**src/sv/msh_pkg.sv**
```systemverilog
// Shared types, constants and codes for the mid-square hash table.
package msh_pkg;

    localparam int SLOT_COUNT_DEF = 10;
    localparam int IDX_W          = 7;
    localparam int KEY_W          = 32;
    localparam int SQ_W           = 63;
    localparam int DIGITS         = 19;
    localparam int BCD_W          = 4 * DIGITS;
    localparam int CNT_W          = 6;
    localparam int DIG_IDX_W      = 5;
    localparam int TWO_W          = 7;
    localparam int TWO_RANGE      = 100;
    localparam int FIFO_DEPTH     = 2;
    localparam int OUT_IDX_W      = 4;

    typedef enum logic {
        OP_INSERT = 1'b0,
        OP_REMOVE = 1'b1
    } t_op;

    typedef enum logic [1:0] {
        ST_INSERTED  = 2'd0,
        ST_COLLISION = 2'd1,
        ST_REMOVED   = 2'd2,
        ST_NOT_FOUND = 2'd3
    } t_status;

    typedef struct packed {
        t_op              op;
        logic [KEY_W-1:0] key;
        logic [IDX_W-1:0] slot;
    } t_job;

    typedef struct packed {
        logic [OUT_IDX_W-1:0] slot_index;
        t_status              status;
    } t_result;

endpackage

```
**src/sv/mid_square_hash_table.sv**
```systemverilog
// Top level of the mid-square hash table: front end, job queue, back end, result queue.
//
//  channel   handshake               payload
//  input     push / full             i_op, i_key
//  result    empty / pop             o_slot_index, o_status
//
// In the front end an item goes through capture, square, 63 steps of the
// binary-to-decimal conversion, digit pick and hand-off; that conversion sets the rate.
// The back end reads the slot when it takes an item (B_IDLE) and updates it in B_EXEC.
// Reset clears the job and result queues and marks every slot empty; keys are not cleared.
// full stays high while the front end works on an item; two results queue while pop is low.
module mid_square_hash_table #(
    parameter int SLOT_COUNT = msh_pkg::SLOT_COUNT_DEF
) (
    input  logic                             i_clk,
    input  logic                             i_rst_n,
    input  logic                             push,
    output logic                             full,
    input  logic                             i_op,
    input  logic signed [msh_pkg::KEY_W-1:0] i_key,
    output logic                             empty,
    input  logic                             pop,
    output logic [msh_pkg::OUT_IDX_W-1:0]    o_slot_index,
    output logic [1:0]                       o_status
);
    import msh_pkg::*;

    t_job    w_front_job;
    t_job    w_back_job;
    t_result w_back_res;
    t_result w_out_res;
    logic    w_front_valid;
    logic    w_jq_full;
    logic    w_jq_empty;
    logic    w_back_ready;
    logic    w_res_valid;
    logic    w_rq_full;

    msh_front #(
        .SLOT_COUNT(SLOT_COUNT)
    ) u_front (
        .i_clk      (i_clk),
        .i_rst_n    (i_rst_n),
        .i_push     (push),
        .o_full     (full),
        .i_op       (i_op),
        .i_key      (i_key),
        .o_job_valid(w_front_valid),
        .i_job_ready(!w_jq_full),
        .o_job      (w_front_job)
    );

    msh_fifo #(
        .W($bits(t_job))
    ) u_job_q (
        .i_clk  (i_clk),
        .i_rst_n(i_rst_n),
        .i_push (w_front_valid),
        .i_data (w_front_job),
        .o_full (w_jq_full),
        .o_empty(w_jq_empty),
        .i_pop  (w_back_ready),
        .o_data (w_back_job)
    );

    msh_back #(
        .SLOT_COUNT(SLOT_COUNT)
    ) u_back (
        .i_clk      (i_clk),
        .i_rst_n    (i_rst_n),
        .i_job_valid(!w_jq_empty),
        .o_job_ready(w_back_ready),
        .i_job      (w_back_job),
        .o_res_valid(w_res_valid),
        .i_res_ready(!w_rq_full),
        .o_res      (w_back_res)
    );

    msh_fifo #(
        .W($bits(t_result))
    ) u_res_q (
        .i_clk  (i_clk),
        .i_rst_n(i_rst_n),
        .i_push (w_res_valid),
        .i_data (w_back_res),
        .o_full (w_rq_full),
        .o_empty(empty),
        .i_pop  (pop),
        .o_data (w_out_res)
    );

    assign o_slot_index = w_out_res.slot_index;
    assign o_status     = w_out_res.status;

endmodule

```
**src/sv/msh_fifo.sv**
```systemverilog
// Short register queue that decouples two stages of the hash table.
module msh_fifo #(
    parameter int W = 8
) (
    input  logic         i_clk,
    input  logic         i_rst_n,
    input  logic         i_push,
    input  logic [W-1:0] i_data,
    output logic         o_full,
    output logic         o_empty,
    input  logic         i_pop,
    output logic [W-1:0] o_data
);
    import msh_pkg::*;

    localparam int PTR_W = (FIFO_DEPTH > 1) ? $clog2(FIFO_DEPTH) : 1;
    localparam int CNT_BITS = $clog2(FIFO_DEPTH + 1);

    logic [W-1:0]        r_mem [0:FIFO_DEPTH-1];
    logic [PTR_W-1:0]    r_wr, n_wr;
    logic [PTR_W-1:0]    r_rd, n_rd;
    logic [CNT_BITS-1:0] r_cnt, n_cnt;
    logic                w_wr_en;
    logic                w_rd_en;

    assign o_full  = (r_cnt == CNT_BITS'(FIFO_DEPTH));
    assign o_empty = (r_cnt == '0);
    assign o_data  = r_mem[r_rd];
    assign w_wr_en = i_push && !o_full;
    assign w_rd_en = i_pop && !o_empty;

    always_comb begin
        n_wr  = r_wr;
        n_rd  = r_rd;
        n_cnt = r_cnt;
        if (w_wr_en) begin
            n_wr = (r_wr == PTR_W'(FIFO_DEPTH - 1)) ? '0 : r_wr + PTR_W'(1);
        end
        if (w_rd_en) begin
            n_rd = (r_rd == PTR_W'(FIFO_DEPTH - 1)) ? '0 : r_rd + PTR_W'(1);
        end
        if (w_wr_en && !w_rd_en) begin
            n_cnt = r_cnt + CNT_BITS'(1);
        end else if (w_rd_en && !w_wr_en) begin
            n_cnt = r_cnt - CNT_BITS'(1);
        end
    end

    always_ff @(posedge i_clk) begin
        if (!i_rst_n) begin
            r_wr  <= '0;
            r_rd  <= '0;
            r_cnt <= '0;
        end else begin
            r_wr  <= n_wr;
            r_rd  <= n_rd;
            r_cnt <= n_cnt;
        end
    end

    always_ff @(posedge i_clk) begin
        if (w_wr_en) begin
            r_mem[r_wr] <= i_data;
        end
    end

    a_cnt_range: assert property (@(posedge i_clk) disable iff (!i_rst_n)
        (r_cnt <= CNT_BITS'(FIFO_DEPTH)) && (r_wr == PTR_W'((r_rd + r_cnt) % FIFO_DEPTH)))
        else $error("queue count and pointers disagree");

endmodule

```
**src/sv/msh_front.sv**
```systemverilog
// Front end: accepts items and works out the mid-square slot of each key.
module msh_front #(
    parameter int SLOT_COUNT = msh_pkg::SLOT_COUNT_DEF
) (
    input  logic                      i_clk,
    input  logic                      i_rst_n,
    input  logic                      i_push,
    output logic                      o_full,
    input  logic                      i_op,
    input  logic signed [msh_pkg::KEY_W-1:0] i_key,
    output logic                      o_job_valid,
    input  logic                      i_job_ready,
    output msh_pkg::t_job             o_job
);
    import msh_pkg::*;

    localparam int SLOT_W = (SLOT_COUNT > 1) ? $clog2(SLOT_COUNT) : 1;

    typedef enum logic [4:0] {
        F_IDLE = 5'b00001,
        F_SQ   = 5'b00010,
        F_CONV = 5'b00100,
        F_PICK = 5'b01000,
        F_PUSH = 5'b10000
    } t_fstate;

    t_fstate              r_state, n_state;
    t_op                  r_op;
    logic [KEY_W-1:0]     r_key;
    logic [KEY_W-1:0]     r_mag;
    logic [SQ_W-1:0]      r_sq;
    logic [BCD_W-1:0]     r_bcd;
    logic [CNT_W-1:0]     r_cnt;
    logic [TWO_W-1:0]     r_two;

    logic [KEY_W-1:0]     w_key_u;
    logic [2*KEY_W-1:0]   w_prod;
    logic [BCD_W-1:0]     w_adj;
    logic [DIG_IDX_W-1:0] w_top;
    logic [DIG_IDX_W-1:0] w_mid;
    logic [DIG_IDX_W-1:0] w_lo;
    logic [DIG_IDX_W-1:0] w_hi;
    logic [3:0]           w_d_lo;
    logic [3:0]           w_d_hi;
    logic [TWO_W-1:0]     w_two;
    logic [SLOT_W-1:0]    w_mod_tab [0:TWO_RANGE-1];

    for (genvar g = 0; g < TWO_RANGE; g++) begin : g_mod
        assign w_mod_tab[g] = SLOT_W'(g % SLOT_COUNT);
    end

    assign w_key_u = i_key;
    assign w_prod  = r_mag * r_mag;
    assign o_full  = (r_state != F_IDLE);

    always_comb begin
        for (int i = 0; i < DIGITS; i++) begin
            w_adj[4*i +: 4] = (r_bcd[4*i +: 4] >= 4'd5) ? r_bcd[4*i +: 4] + 4'd3
                                                        : r_bcd[4*i +: 4];
        end
    end

    always_comb begin
        w_top = '0;
        for (int i = 1; i < DIGITS; i++) begin
            if (r_bcd[4*i +: 4] != 4'd0) begin
                w_top = DIG_IDX_W'(i);
            end
        end
        w_mid  = DIG_IDX_W'(({1'b0, w_top} + 6'd1) >> 1);
        w_lo   = w_top - w_mid;
        w_hi   = w_lo + DIG_IDX_W'(1);
        w_d_lo = r_bcd[4*w_lo +: 4];
        w_d_hi = r_bcd[4*w_hi +: 4];
        if (w_top == '0) begin
            w_two = {3'b000, r_bcd[3:0]};
        end else begin
            w_two = {3'b000, w_d_hi} * TWO_W'(10) + {3'b000, w_d_lo};
        end
    end

    always_comb begin
        n_state = r_state;
        unique case (r_state)
            F_IDLE: begin
                if (i_push) begin
                    n_state = F_SQ;
                end
            end
            F_SQ: n_state = F_CONV;
            F_CONV: begin
                if (r_cnt == CNT_W'(SQ_W - 1)) begin
                    n_state = F_PICK;
                end
            end
            F_PICK: n_state = F_PUSH;
            F_PUSH: begin
                if (i_job_ready) begin
                    n_state = F_IDLE;
                end
            end
            default: n_state = F_IDLE;
        endcase
    end

    always_ff @(posedge i_clk) begin
        if (!i_rst_n) begin
            r_state <= F_IDLE;
        end else begin
            r_state <= n_state;
        end
    end

    always_ff @(posedge i_clk) begin
        unique case (r_state)
            F_IDLE: begin
                if (i_push) begin
                    r_op  <= t_op'(i_op);
                    r_key <= w_key_u;
                    r_mag <= i_key[KEY_W-1] ? (~w_key_u + KEY_W'(1)) : w_key_u;
                end
            end
            F_SQ: begin
                r_sq  <= w_prod[SQ_W-1:0];
                r_bcd <= '0;
                r_cnt <= '0;
            end
            F_CONV: begin
                r_bcd <= {w_adj[BCD_W-2:0], r_sq[SQ_W-1]};
                r_sq  <= {r_sq[SQ_W-2:0], 1'b0};
                r_cnt <= r_cnt + CNT_W'(1);
            end
            F_PICK: r_two <= w_two;
            F_PUSH: ;
            default: ;
        endcase
    end

    assign o_job_valid = (r_state == F_PUSH);
    assign o_job.op    = r_op;
    assign o_job.key   = r_key;
    assign o_job.slot  = IDX_W'(w_mod_tab[r_two]);

endmodule

```
**src/sv/msh_back.sv**
```systemverilog
// Back end: slot store, insert and remove against the hashed slot.
module msh_back #(
    parameter int SLOT_COUNT = msh_pkg::SLOT_COUNT_DEF
) (
    input  logic             i_clk,
    input  logic             i_rst_n,
    input  logic             i_job_valid,
    output logic             o_job_ready,
    input  msh_pkg::t_job    i_job,
    output logic             o_res_valid,
    input  logic             i_res_ready,
    output msh_pkg::t_result o_res
);
    import msh_pkg::*;

    localparam int SLOT_W = (SLOT_COUNT > 1) ? $clog2(SLOT_COUNT) : 1;

    typedef enum logic [1:0] {
        B_IDLE = 2'b01,
        B_EXEC = 2'b10
    } t_bstate;

    t_bstate             r_state, n_state;
    logic [KEY_W-1:0]    r_mem [0:SLOT_COUNT-1];
    logic [SLOT_COUNT-1:0] r_used;
    logic [SLOT_COUNT-1:0] r_gone;
    t_op                 r_op;
    logic [KEY_W-1:0]    r_key;
    logic [IDX_W-1:0]    r_slot;
    logic [KEY_W-1:0]    r_rd_key;

    logic [SLOT_W-1:0]   w_in_idx;
    logic [SLOT_W-1:0]   w_idx;
    logic                w_take;
    logic                w_ins_ok;
    logic                w_rem_ok;
    t_status             w_status;

    assign w_in_idx    = i_job.slot[SLOT_W-1:0];
    assign w_idx       = r_slot[SLOT_W-1:0];
    assign o_job_ready = (r_state == B_IDLE) && i_res_ready;
    assign w_take      = o_job_ready && i_job_valid;
    assign w_ins_ok    = (r_op == OP_INSERT) && !r_used[w_idx];
    assign w_rem_ok    = (r_op == OP_REMOVE) && r_used[w_idx] && (r_rd_key == r_key);

    always_comb begin
        priority if (r_op == OP_INSERT) begin
            w_status = w_ins_ok ? ST_INSERTED : ST_COLLISION;
        end else begin
            w_status = w_rem_ok ? ST_REMOVED : ST_NOT_FOUND;
        end
    end

    always_comb begin
        n_state = r_state;
        unique case (r_state)
            B_IDLE: begin
                if (w_take) begin
                    n_state = B_EXEC;
                end
            end
            B_EXEC: n_state = B_IDLE;
            default: n_state = B_IDLE;
        endcase
    end

    always_ff @(posedge i_clk) begin
        if (!i_rst_n) begin
            r_state <= B_IDLE;
            r_used  <= '0;
            r_gone  <= '0;
        end else begin
            r_state <= n_state;
            if (r_state == B_EXEC) begin
                if (w_ins_ok) begin
                    r_used[w_idx] <= 1'b1;
                    r_gone[w_idx] <= 1'b0;
                end else if (w_rem_ok) begin
                    r_used[w_idx] <= 1'b0;
                    r_gone[w_idx] <= 1'b1;
                end
            end
        end
    end

    always_ff @(posedge i_clk) begin
        if (w_take) begin
            r_op     <= i_job.op;
            r_key    <= i_job.key;
            r_slot   <= i_job.slot;
            r_rd_key <= r_mem[w_in_idx];
        end
        if ((r_state == B_EXEC) && w_ins_ok) begin
            r_mem[w_idx] <= r_key;
        end
    end

    assign o_res_valid      = (r_state == B_EXEC);
    assign o_res.slot_index = r_slot[OUT_IDX_W-1:0];
    assign o_res.status     = w_status;

    a_mark_excl: assert property (@(posedge i_clk) disable iff (!i_rst_n)
        (r_used & r_gone) == '0)
        else $error("slot both occupied and deleted");

    a_insert_sets: assert property (@(posedge i_clk) disable iff (!i_rst_n)
        (o_res_valid && (w_status == ST_INSERTED)) |=> r_used[$past(w_idx)])
        else $error("insert did not occupy its slot");

    a_remove_clears: assert property (@(posedge i_clk) disable iff (!i_rst_n)
        (o_res_valid && (w_status == ST_REMOVED)) |=>
        (!r_used[$past(w_idx)] && r_gone[$past(w_idx)]))
        else $error("remove did not mark its slot deleted");

endmodule
```
**config.mk**
```make
export PLATFORM = sky130hd
export DESIGN_NAME = mid_square_hash_table
export DESIGN_NICKNAME = d
export VERILOG_FILES = /design/src/sv/msh_pkg.sv /design/src/sv/mid_square_hash_table.sv /design/src/sv/msh_fifo.sv /design/src/sv/msh_front.sv /design/src/sv/msh_back.sv
export SDC_FILE = /design/constraint.sdc
export NUM_CORES = 2
export LEC_CHECK = 0
export BUFFER_PORTS_ARGS = -buffer_cell sky130_fd_sc_hd__clkbuf_2
export CAP_MARGIN = 10
export CORE_ASPECT_RATIO = 0.5
export CORE_MARGIN = 4
export CORE_UTILIZATION = 61
export DETAILED_ROUTE_END_ITERATION = 7
export PLACE_DENSITY_LB_ADDON = 0.3
export SLEW_MARGIN = 20
export SYNTH_ARGS = -nofsm -noshare
export SYNTH_HDL_FRONTEND = slang
export SYNTH_SLANG_ARGS = --single-unit
```
**constraint.sdc**
```tcl
create_clock -name i_clk -period 23.5 [get_ports i_clk]
set_input_delay 1.175 -clock i_clk [delete_from_list [all_inputs] [get_ports i_clk]]
set_output_delay 1.175 -clock i_clk [all_outputs]
set_load 0.005 [all_outputs]
```
==> metrics <==
Chip Height=about 230 um; clock tree buffer depth=3; Hold Path Class=reg -> reg; Core Box Area=97900 sq um; DRT Wirelength=143000 um; most common cell in the synthesized netlist=inv_1; final setup margin=14.63 ns; Worst R2R Start=u_front.r_mag[5]; synth-to-layout area growth=6.41%; hpwl dp=101000 um; GRT overflow=0; setup violators final=0; GRT Overall Usage=0.278; Worst EP arrival=about 9.2 ns; number of global-route vias before repair=42224; detailed-router iteration count before antenna repair=8; WL/cell=roughly 21 um; Root Driver=clkbuf_16; R2R depth=24; WL met3=11900 um; met2 routed WL=69700 um; Tmin final=8.87 ns; Worst Setup SP=u_front.r_mag[5]; Worst Path Required=about 24 ns; CTS tree=done; Reg clk slew, reported paths=0.07 ns; Initial Util=0.617; RSZ-0062 raised after global routing=no; CP endpoint=u_front.r_sq[61]; CTS resizes=0; syn nets=6698; critical-path cell list=buf_4 -> inv_1 -> nor2_1 -> fa_1 -> fa_1 -> inv_1 -> fa_1 -> inv_1 -> fa_1 -> fa_1 -> fa_1 -> fa_1 -> fa_1 -> ha_1 -> nand2_1 -> o21bai_1 -> or3_1 -> o221a_2 -> a41oi_1 -> nor4b_1 -> nor3_1 -> o21ai_1 -> a2111oi_0 -> nor3_1; final hold vios=0; cell mode on critical path=fa_1; Post-route DRC=0; Worst Hold Slack=between 0.4 and 0.5 ns; most used flip-flop cell after synthesis=edfxtp_1; clock skew=approximately 0.041 ns; Synth top area share=0.344; flop-to-flop setup slack=14.63 ns; Post-Route M1 WL=56500 um; CP Capture Type=flip-flop; Die X=around 450 um; FFs w/ async S/R, synth=0; Synth Register Bits=approximately 720; final core occ=0.656; element type at the critical path start=flip-flop; cells after synthesis=5517; vias after detailed routing=40199; GP Congestion=0.958; status=completed; number of port buffers=44; Tightest Pin Transition=1.06 ns; highest metal used=met5; largest area contributor in the netlist=edfxtp_1; layout cell share with drive strength beyond 1=0.0595; Max FO, Critical Path=28; Max Cap Violations=0; Crit-path slowest cell=a41oi_1; Final #Nets=6648; die area=104000 sq um; total CTS buffers=68; Cell Rows=81; post-route ant nets=0; post-synthesis cell area=a little over 60000 sq um; cts hold-fix bufs=0; initial antenna violation count=10; Slew Viols, Final=0; CP delay by family, top=adder cells; Max-slew headroom=0.289; largest net degree at the start of global routing=about 170; setup_tns=0 ns; Seq/Total Area, Yosys=0.353; first-pass GRT wire length=228000 um; num ports=45; R2R Path End=u_front.r_sq[61]; post-DR vias/cell=5.87; Cell variety after synth=85; Max Freq=113 MHz; number of synthesized flops with an enable pin=~690; Setup WS pre-CTS=between 10 and 15 ns; Worst Setup Path Type=reg -> reg; leading cell types by count after synthesis=inv_1 (976), fa_1 (811), nand2_1 (767); Critical Path Max Stage Delay=about 0.65 ns; initial DRC count=3835; Final period util=0.378; clock sinks=718; YS warnings=0; Crit path depth=24; clk_lat worst skew=0.63 ns; setup bufs post-CTS=0; CP bufs+invs=4; top post-synthesis cells by area=edfxtp_1 (34%), fa_1 (27%), ha_1 (6.9%), inv_1 (6.1%), nand2_1 (4.8%); Mapped Avg Cell Area=10.9 sq um; H-tree levels=3
==> cell usage in the layout, fill, tap and decap left out, drive strengths merged, types with 7 or more instances in the layout <==
| cell type | netlist | routed |
|---|---|---|
| a21o | 45 | 45 |
| a21oi | 219 | 219 |
| a311oi | 34 | 34 |
| a31oi | 47 | 47 |
| and2 | 211 | 211 |
| and3 | 74 | 74 |
| buf | 19 | 63 |
| clkbuf | 208 | 130 |
| clkinv | 1 | 26 |
| dfxtp | 27 | 27 |
| edfxtp | 691 | 691 |
| fa | 811 | 811 |
| ha | 333 | 333 |
| inv | 980 | 983 |
| mux2 | 44 | 44 |
| mux2i | 30 | 30 |
| mux4 | 28 | 28 |
| nand2 | 767 | 767 |
| nand2b | 40 | 40 |
| nand3 | 90 | 90 |
| nand4 | 24 | 24 |
| nor2 | 241 | 241 |
| nor2b | 25 | 25 |
| nor3 | 40 | 40 |
| nor3b | 12 | 12 |
| nor4 | 18 | 18 |
| o211ai | 10 | 10 |
| o21a | 10 | 10 |
| o21ai | 91 | 91 |
| o21bai | 21 | 21 |
| o22ai | 10 | 10 |
| o31ai | 10 | 10 |
| o41ai | 8 | 8 |
| or2 | 7 | 7 |
| or3 | 8 | 8 |
| or3b | 7 | 7 |
| xnor2 | 130 | 130 |
| xor2 | 61 | 61 |
==> kinds of logic (layout without fill, tap and decap cells) <==
family / Yosys count / in the layout / share of synthesized area
multiplexers: 102 / 102 / 0.0239
XOR/XNOR: 191 / 191 / 0.0280
flip-flops: 718 / 718 / 0.353
AO/OA/AOI/OAI: 565 / 565 / 0.0600
other: 0 / 6 / 0
adder cells (fa/ha/maj): 1144 / 1144 / 0.338
AND/OR/NAND/NOR: 1589 / 1589 / 0.122
buffers and inverters: 1208 / 1208 / 0.0756
==> state kept, by name (all words and copies together) (netlist names), named ones only <==
signal,count
u_back.r_key,32
u_back.r_mem,320
u_back.r_op,1
u_back.r_rd_key,32
u_back.r_slot,4
u_back.r_state,2
u_front.r_bcd,76
u_front.r_cnt,6
u_front.r_key,31
u_front.r_mag,32
u_front.r_op,1
u_front.r_sq,63
u_front.r_state,5
u_front.r_two,7
u_job_q.r_cnt,2
u_job_q.r_mem,74
u_job_q.r_rd,1
u_job_q.r_wr,1
u_res_q.r_cnt,2
u_res_q.r_mem,12
u_res_q.r_rd,1
u_res_q.r_wr,1
==> worst min-delay path by stage <==
stage          cells past startpoint                   end         startpoint
2_1_floorplan                      0   u_job_q.r_mem[0][0]   u_front.r_two[0]
5_1_grt                            0  u_job_q.r_mem[0][16]  u_front.r_key[12]
3_3_place_gp                       0  u_job_q.r_mem[0][18]  u_front.r_key[14]
4_1_cts                            0  u_job_q.r_mem[0][16]  u_front.r_key[12]
3_5_place_dp                       0  u_job_q.r_mem[1][16]  u_front.r_key[12]
6_report                           0  u_job_q.r_mem[0][16]  u_front.r_key[12]
==> cell type report <==
class | count | area, sq um
Timing Repair Buffer | 107 | 718
Sequential cell | 718 | 21300
Inverter | 981 | 3680
Tap cell | 1328 | 1660
Multi-Input combinational cell | 3591 | 34700
Antenna cell | 6 | 15.0
Fill cell | 7252 | 33700
Clock inverter | 34 | 359
Clock buffer | 86 | 1840
==> layer usage <==
metal | up-vias | track usage
met4 | 4 | 0.0907
met3 | 306 | 0.0461
met5 | - | 0
met1 | 20351 | 0.379
li1 | 17747 | -
met2 | 1791 | 0.462
==> per-stage QoR <==
stage | cells | area, sq um
after detailed placement | 6724 | 62000
after global routing | 6850 | 64200
after CTS | 6844 | 64200
final | 6851 | 64200
after global placement | 6724 | 62000
after floorplan | 5517 | 60400
Power is not shown: default switching activity piles up to over one toggle a cycle in this logic, so the estimate is an artifact.
